--- config.mk ---
export PLATFORM = sky130hd
export DESIGN_NAME = sum_checked_frame_receiver
export DESIGN_NICKNAME = d
export VERILOG_FILES = /design/src/scfr_pkg.sv /design/src/scfr_parser.sv /design/src/sum_checked_frame_receiver.sv
export VERILOG_INCLUDE_DIRS = /design/src /design/src/src
export SDC_FILE = /design/constraint.sdc
export NUM_CORES = 1
export LEC_CHECK = 0
export ABC_AREA = 1
export BUFFER_PORTS_ARGS = -buffer_cell sky130_fd_sc_hd__buf_2
export CAP_MARGIN = 40
export CORE_ASPECT_RATIO = 0.9
export CORE_MARGIN = 2
export CORE_UTILIZATION = 31
export DETAILED_ROUTE_END_ITERATION = 8
export MAX_ROUTING_LAYER = met4
export PLACE_DENSITY_LB_ADDON = 0.25
export SYNTH_ARGS = -nofsm -noshare
export SYNTH_HDL_FRONTEND = slang
export SYNTH_SLANG_ARGS = --single-unit
export TNS_END_PERCENT = 20
--- constraint.sdc ---
create_clock -name i_clk -period 5.66 [get_ports i_clk]
set_clock_uncertainty 0.2 [all_clocks]
set_input_delay 0 -clock i_clk [delete_from_list [all_inputs] [get_ports i_clk]]
set_output_delay 0 -clock i_clk [all_outputs]
set_load 0.01 [all_outputs]
--- src/sum_checked_frame_receiver_assert.svh ---
// Assertion macros for the sum-checked frame receiver.
// Expects i_clk and i_rst_n in the scope of each use; define NO_ASSERTIONS to drop them.
`ifndef SUM_CHECKED_FRAME_RECEIVER_ASSERT_SVH
`define SUM_CHECKED_FRAME_RECEIVER_ASSERT_SVH

`ifndef NO_ASSERTIONS
`define SCFR_ASSERT_NOW(label, ante, cons) \
    label: assert property (@(posedge i_clk) disable iff (!i_rst_n) (ante) |-> (cons)) \
        else $error("scfr assertion failed");
`define SCFR_ASSERT_NEXT(label, ante, cons) \
    label: assert property (@(posedge i_clk) disable iff (!i_rst_n) (ante) |=> (cons)) \
        else $error("scfr assertion failed");
`else
`define SCFR_ASSERT_NOW(label, ante, cons)
`define SCFR_ASSERT_NEXT(label, ante, cons)
`endif

`endif

--- src/scfr_pkg.sv ---
// Shared types and constants for the sum-checked frame receiver.
// No dependencies.
package scfr_pkg;

    localparam logic [7:0]  SCFR_START0         = 8'h55;
    localparam logic [7:0]  SCFR_START1         = 8'hAA;
    localparam logic [7:0]  SCFR_CMD_STATUS     = 8'd5;
    localparam logic [15:0] SCFR_STATUS_MIN_LEN = 16'd18;
    localparam logic [15:0] SCFR_POS_BATTERY    = 16'd17;
    localparam logic [15:0] SCFR_POS_TAMPER     = 16'd9;
    localparam logic [15:0] SCFR_POS_REED       = 16'd4;

    typedef enum logic [7:0] {
        ST_START0  = 8'b0000_0001,
        ST_START1  = 8'b0000_0010,
        ST_VERSION = 8'b0000_0100,
        ST_CMD     = 8'b0000_1000,
        ST_LEN_HI  = 8'b0001_0000,
        ST_LEN_LO  = 8'b0010_0000,
        ST_DATA    = 8'b0100_0000,
        ST_CHK     = 8'b1000_0000
    } t_state;

    typedef struct packed {
        logic [7:0]  frame_cmd;
        logic [15:0] frame_length;
        logic        status_updated;
        logic [7:0]  battery;
        logic [7:0]  tamper;
        logic [7:0]  reed;
    } t_result;

endpackage

--- src/scfr_parser.sv ---
// Frame parser: start bytes, header, payload count, sum check and status store.
// Depends on scfr_pkg.
module scfr_parser (
    input  logic                i_clk,
    input  logic                i_rst_n,
    input  logic                i_accept,
    input  logic [7:0]          i_byte,
    output logic                o_res_valid,
    output scfr_pkg::t_result   o_res
);
    import scfr_pkg::*;

    t_state      r_state, n_state;
    logic [7:0]  r_sum, n_sum;
    logic [7:0]  r_cmd, n_cmd;
    logic [15:0] r_len, n_len;
    logic [15:0] r_count, n_count;
    logic [7:0]  r_cap4, n_cap4;
    logic [7:0]  r_cap9, n_cap9;
    logic [7:0]  r_cap17, n_cap17;
    logic [7:0]  r_battery, n_battery;
    logic [7:0]  r_tamper, n_tamper;
    logic [7:0]  r_reed, n_reed;

    logic [15:0] count_inc;
    logic [7:0]  sum_add;
    logic        upd;

    assign count_inc = r_count + 16'd1;
    assign sum_add   = r_sum + i_byte;

    always_comb begin
        n_state     = r_state;
        n_sum       = r_sum;
        n_cmd       = r_cmd;
        n_len       = r_len;
        n_count     = r_count;
        n_cap4      = r_cap4;
        n_cap9      = r_cap9;
        n_cap17     = r_cap17;
        n_battery   = r_battery;
        n_tamper    = r_tamper;
        n_reed      = r_reed;
        o_res_valid = 1'b0;
        upd         = 1'b0;
        if (i_accept) begin
            case (r_state)
                ST_START0: begin
                    if (i_byte == SCFR_START0) begin
                        n_sum   = i_byte;
                        n_state = ST_START1;
                    end
                end
                ST_START1: begin
                    // a wrong second byte is not retried as a first start byte
                    if (i_byte == SCFR_START1) begin
                        n_sum   = sum_add;
                        n_state = ST_VERSION;
                    end else begin
                        n_state = ST_START0;
                    end
                end
                ST_VERSION: begin
                    n_sum   = sum_add;
                    n_state = ST_CMD;
                end
                ST_CMD: begin
                    n_sum   = sum_add;
                    n_cmd   = i_byte;
                    n_len   = 16'd0;
                    n_state = ST_LEN_HI;
                end
                ST_LEN_HI: begin
                    n_len   = {r_len[7:0], i_byte};
                    n_sum   = sum_add;
                    n_count = 16'd0;
                    n_state = ST_LEN_LO;
                end
                ST_LEN_LO: begin
                    n_len   = {r_len[7:0], i_byte};
                    n_sum   = sum_add;
                    n_count = 16'd0;
                    // empty payload: go straight to the checksum
                    n_state = ({r_len[7:0], i_byte} == 16'd0) ? ST_CHK : ST_DATA;
                end
                ST_DATA: begin
                    n_sum = sum_add;
                    if (r_count == SCFR_POS_REED)    n_cap4  = i_byte;
                    if (r_count == SCFR_POS_TAMPER)  n_cap9  = i_byte;
                    if (r_count == SCFR_POS_BATTERY) n_cap17 = i_byte;
                    n_count = count_inc;
                    if (count_inc == r_len) n_state = ST_CHK;
                end
                ST_CHK: begin
                    n_state = ST_START0;
                    if (r_sum == i_byte) begin
                        o_res_valid = 1'b1;
                        if (r_cmd == SCFR_CMD_STATUS && r_len >= SCFR_STATUS_MIN_LEN) begin
                            upd       = 1'b1;
                            n_battery = r_cap17;
                            n_tamper  = r_cap9;
                            n_reed    = r_cap4;
                        end
                    end
                end
                default: begin
                    n_state = ST_START0;
                end
            endcase
        end
    end

    always_comb begin
        o_res.frame_cmd      = r_cmd;
        o_res.frame_length   = r_len;
        o_res.status_updated = upd;
        o_res.battery        = n_battery;
        o_res.tamper         = n_tamper;
        o_res.reed           = n_reed;
    end

    always_ff @(posedge i_clk) begin
        if (!i_rst_n) begin
            r_state   <= ST_START0;
            r_sum     <= 8'd0;
            r_cmd     <= 8'd0;
            r_len     <= 16'd0;
            r_count   <= 16'd0;
            r_cap4    <= 8'd0;
            r_cap9    <= 8'd0;
            r_cap17   <= 8'd0;
            r_battery <= 8'd0;
            r_tamper  <= 8'd0;
            r_reed    <= 8'd0;
        end else begin
            r_state   <= n_state;
            r_sum     <= n_sum;
            r_cmd     <= n_cmd;
            r_len     <= n_len;
            r_count   <= n_count;
            r_cap4    <= n_cap4;
            r_cap9    <= n_cap9;
            r_cap17   <= n_cap17;
            r_battery <= n_battery;
            r_tamper  <= n_tamper;
            r_reed    <= n_reed;
        end
    end

endmodule

--- src/sum_checked_frame_receiver.sv ---
// Sum-checked frame receiver, top level.
// A result is registered in the output slot, or the skid slot when it is full.
// Throughput: one byte beat per cycle; a two-entry output/skid pair lets input
// continue while one result waits, and input stalls only when both are full.
// Reset (synchronous, active low) returns to hunting and clears stored status.
`include "sum_checked_frame_receiver_assert.svh"

module sum_checked_frame_receiver (
    input  logic        i_clk,
    input  logic        i_rst_n,
    input  logic        i_rx_valid,
    output logic        o_rx_ready,
    input  logic [7:0]  i_rx_byte,
    output logic        o_frame_valid,
    input  logic        i_frame_ready,
    output logic [7:0]  o_frame_cmd,
    output logic [15:0] o_frame_length,
    output logic        o_status_updated,
    output logic [7:0]  o_battery,
    output logic [7:0]  o_tamper,
    output logic [7:0]  o_reed
);
    import scfr_pkg::*;

    logic    rx_fire;
    logic    res_valid;
    t_result res;
    logic    push;
    logic    pop;
    logic    out_free;

    logic    r_out_valid, n_out_valid;
    logic    r_skid_valid, n_skid_valid;
    t_result r_out, n_out;
    t_result r_skid, n_skid;

    assign o_rx_ready = !r_skid_valid;
    assign rx_fire    = i_rx_valid && o_rx_ready;

    scfr_parser u_parser (
        .i_clk       (i_clk),
        .i_rst_n     (i_rst_n),
        .i_accept    (rx_fire),
        .i_byte      (i_rx_byte),
        .o_res_valid (res_valid),
        .o_res       (res)
    );

    assign push     = rx_fire && res_valid;
    assign pop      = r_out_valid && i_frame_ready;
    assign out_free = !r_out_valid || pop;

    always_comb begin
        n_out_valid  = r_out_valid;
        n_skid_valid = r_skid_valid;
        n_out        = r_out;
        n_skid       = r_skid;
        if (out_free) begin
            if (r_skid_valid) begin
                // advance the held result, park the new one behind it
                n_out        = r_skid;
                n_out_valid  = 1'b1;
                n_skid_valid = push;
                n_skid       = res;
            end else begin
                n_out_valid = push;
                n_out       = res;
            end
        end else if (push) begin
            n_skid_valid = 1'b1;
            n_skid       = res;
        end
    end

    always_ff @(posedge i_clk) begin
        if (!i_rst_n) begin
            r_out_valid  <= 1'b0;
            r_skid_valid <= 1'b0;
        end else begin
            r_out_valid  <= n_out_valid;
            r_skid_valid <= n_skid_valid;
        end
    end

    always_ff @(posedge i_clk) begin
        r_out  <= n_out;
        r_skid <= n_skid;
    end

    assign o_frame_valid    = r_out_valid;
    assign o_frame_cmd      = r_out.frame_cmd;
    assign o_frame_length   = r_out.frame_length;
    assign o_status_updated = r_out.status_updated;
    assign o_battery        = r_out.battery;
    assign o_tamper         = r_out.tamper;
    assign o_reed           = r_out.reed;

    `SCFR_ASSERT_NOW(a_skid_behind_out, r_skid_valid, r_out_valid)
    `SCFR_ASSERT_NOW(a_update_only_status, o_frame_valid && o_status_updated,
        o_frame_cmd == SCFR_CMD_STATUS && o_frame_length >= SCFR_STATUS_MIN_LEN)
    `SCFR_ASSERT_NEXT(a_skid_drains, pop && !push && r_skid_valid,
        r_out_valid && !r_skid_valid)

endmodule
==> impl_metrics.tcl <==
set metrics [dict create \
    synth.distinct_cells 45 \
    die_x_um 183.9 \
    tightestPinTransition_ns 0.7802 \
    htree_num_levels 1 \
    die_h_um 165.9 \
    finalPower_uw 3722 \
    seq_area_frac_synth_pct 56.07 \
    fin_crit_sh_pct 51.87 \
    coreArea_mm2 0.02879 \
    antenna-diode-count 0 \
    grtUsageTotal_pct 15.04 \
    postCtsSetupBuffers 0 \
    r2r-end "u_parser.r_len[0]$_SDFFE_PN0P_" \
    drtIter0Drc 542 \
    n_fill_cell 2975 \
    grt_pass1_vias 6416 \
    multi_input_area_mm2 0.003269 \
    synth_edf_count 98 \
    synth.avg_cell_area_um2 8.838 \
    async_flop_share_pct 0 \
    power_density_mw_per_mm2 349.4 \
    synth_fa_ha_area_share_pct 1.607 \
    grt_max_degree 51 \
    vias 6916 \
    finish.instance_area_mm2 0.01065 \
    cts_made_buffers 24 \
    synth_compound_area_share_pct 12.07 \
    hold_violations 0 \
    postPlaceCellArea_mm2 0.009662 \
    hold_class "input port to flip-flop" \
    setup_viol 0 \
    p_leak_uw 0.004502 \
    cts_hold_buf 17 \
    critical_path_class "flip-flop to flip-flop" \
    cts_tree "built" \
    rr_startpoint "u_parser.r_state[2]$_SDFFE_PN0P_" \
    synth-xor-area-share_pct 1.413 \
    setup_ws_ns 2.724 \
    portBuffers 62 \
    wl_per_cell_um 15.05 \
    synthSimpleGateAreaFrac_pct 20.88 \
    syn_inst 1022 \
    antenna_found_initial 0 \
    placed_cells 1417 \
    maxSlewHeadroom_pct 47.82 \
    netlist.area_leader.share_pct 32.58 \
    postRouteAntennaNets 0 \
    setup_tns_ns 0 \
    synth.area.mux_share_pct 0.1108 \
    globalRouteOverflowTotal 0 \
    outcome "finished clean" \
    cp.required_ns 5.90 \
    clock_sinks 204 \
    synth_flop_cell "dfxtp_1" \
    clkSlewWorstSetupHoldPaths_ns 0.06 \
    totalWireLength_mm 22.24 \
    worstPathMaxFanout 16 \
    die-area_mm2 0.03052 \
    worstSkewPairLatency_ns 0.52 \
    layout-drive-gt1-share_pct 14.12 \
    clockBufferDepth 3 \
    ys_ff_latch 204 \
    grt_first_pass_wirelength_mm 35.57 \
    synth_top_area_cell "edfxtp_1" \
    hp-start "i_frame_ready" \
    cp_data_arrival_time_ns 3.17 \
    syn_area_mm2 0.009032 \
    endpoint_kind "flip-flop" \
    pin_count 63 \
    rsz0062_at_grt "no" \
    max_freq_mhz 340.6 \
    fin_crit_ns 2.936 \
    cts_resized 0 \
    drv_cap 0 \
    routed_via_density 4.679 \
    yosysWarningCount 0 \
    reg2reg_slack_ns 2.72 \
    regArea_mm2 0.005066 \
    reg2reg_depth 8 \
    synthTopCellsByCount "nand2_1 (194), inv_1 (127), nor2_1 (124)" \
    synth_most_common_cell "nand2_1" \
    first_pass_iters 5 \
    synthTopCellsByArea "edfxtp_1 (33%), dfxtp_1 (23%), nand2_1 (8.1%), inv_1 (5.3%), o21ai_0 (5.3%)" \
    cts_root_buffer "clkbuf_16" \
    synth_top_family_by_area "simple AND/OR/NAND/NOR gates" \
    start_util_pct 31.37 \
    dp_slack_ns 2.876 \
    syn2layout_area_growth_pct 17.94 \
    hpwl_mm 15.18 \
    nNetsFinal 1117 \
    fin_cells 1478 \
    critPathLaunch "u_parser.r_state[2]$_SDFFE_PN0P_" \
    place_congestion 0.8690 \
    endpoint "u_parser.r_len[0]$_SDFFE_PN0P_" \
    row_count 59 \
    slew_viol_final 0 \
    peakVddDrop_mv 0.2073 \
    startpoint_type "flip-flop" \
    drc 0 \
    synth.net_count 1045 \
]
==> power breakdown <==
group / internal [uW] / switching, uW / total [uW]
combinational: 177 / 339 / 516
clock: 956 / 610 / 1570
sequential: 1590 / 49.3 / 1640
total: 2720 / 999 / 3720
==> through the flow <==
stage	hold slack [ns]	util [%]
after floorplan	-0.05727	-
after global placement	0.1368	33.49
after detailed placement	0.1398	33.56
after CTS	0.07473	37.00
after global routing	0.1235	37.00
final	0.06323	37.00
==> worst max-delay path: stages, from the launching register on <==
cell and delay [ns]:
dfxtp_1 0.35, nor2_2 0.17, nand2_1 0.14, nor4_1 0.39, nor2_2 0.17, nor2_2 0.61
a21oi_1 0.14, dlygate4sd3_1 0.60, nor2_1 0.08
==> area by class of cell <==
| type | count | share of cell area, % |
|---|---|---|
| multi-input cells | 646 | 30.69 |
| flip-flops and latches | 204 | 47.56 |
| inverters | 133 | 4.698 |
| clock buffers | 34 | 6.554 |
| clock inverters | 10 | 1.151 |
| well taps | 366 | 4.299 |
| repair buffers | 85 | 5.051 |
==> cell usage in the layout, fill, tap and decap left out, types with 9 or more instances in the layout <==
| master | Yosys | final |
|---|---|---|
| a211oi_1 | 12 | 12 |
| a21oi_1 | 56 | 56 |
| buf_2 | 5 | 62 |
| clkbuf_16 | 0 | 24 |
| dfxtp_1 | 106 | 105 |
| dlygate4sd3_1 | 0 | 17 |
| edfxtp_1 | 98 | 98 |
| ha_1 | 10 | 10 |
| inv_1 | 127 | 125 |
| nand2_1 | 194 | 194 |
| nand3_1 | 45 | 45 |
| nand4_1 | 17 | 17 |
| nor2_1 | 124 | 124 |
| nor2_2 | 11 | 11 |
| nor3_1 | 12 | 12 |
| o21ai_0 | 95 | 94 |
| o21ai_1 | 14 | 14 |
| xor2_1 | 9 | 9 |
==> kinds of logic (layout without fill, tap and decap cells) <==
group	count (synthesis)	count (layout)
AO/OA/AOI/OAI	195	195
buffers and inverters	172	262
multiplexers	1	1
XOR/XNOR	13	13
flip-flops	204	204
AND/OR/NAND/NOR	426	426
adder cells (fa/ha/maj)	11	11
==> metal layers <==
layer	vias up	track usage [%]	wire length [um]
met3	32	2.654	1205
li1	3537	-	-
met5	-	-	0
met2	165	20.82	9021
met4	0	3.478	491
met1	3182	22.65	11520
==> flip-flops by register name, indices dropped and copies added (netlist names), 16 cells and up <==
signal	cells
r_skid	49
o_frame_length	16
u_parser.r_count	16
u_parser.r_len	16
==> how the worst min path moves through the flow <==
stage | cells past startpoint | slack [ns] | endpoint
3_5_place_dp | 3 | 0.14 | u_parser.r_len[5]$_SDFFE_PN0P_
6_report | 4 | 0.06 | r_skid_valid$_SDFFE_PN0P_
4_1_cts | 4 | 0.07 | r_skid_valid$_SDFFE_PN0P_
2_1_floorplan | 2 | -0.06 | u_parser.r_len[1]$_SDFFE_PN0P_
3_3_place_gp | 3 | 0.14 | u_parser.r_len[5]$_SDFFE_PN0P_
5_1_grt | 4 | 0.12 | r_skid_valid$_SDFFE_PN0P_
No activity file was read; power rests on OpenSTA's default activity.
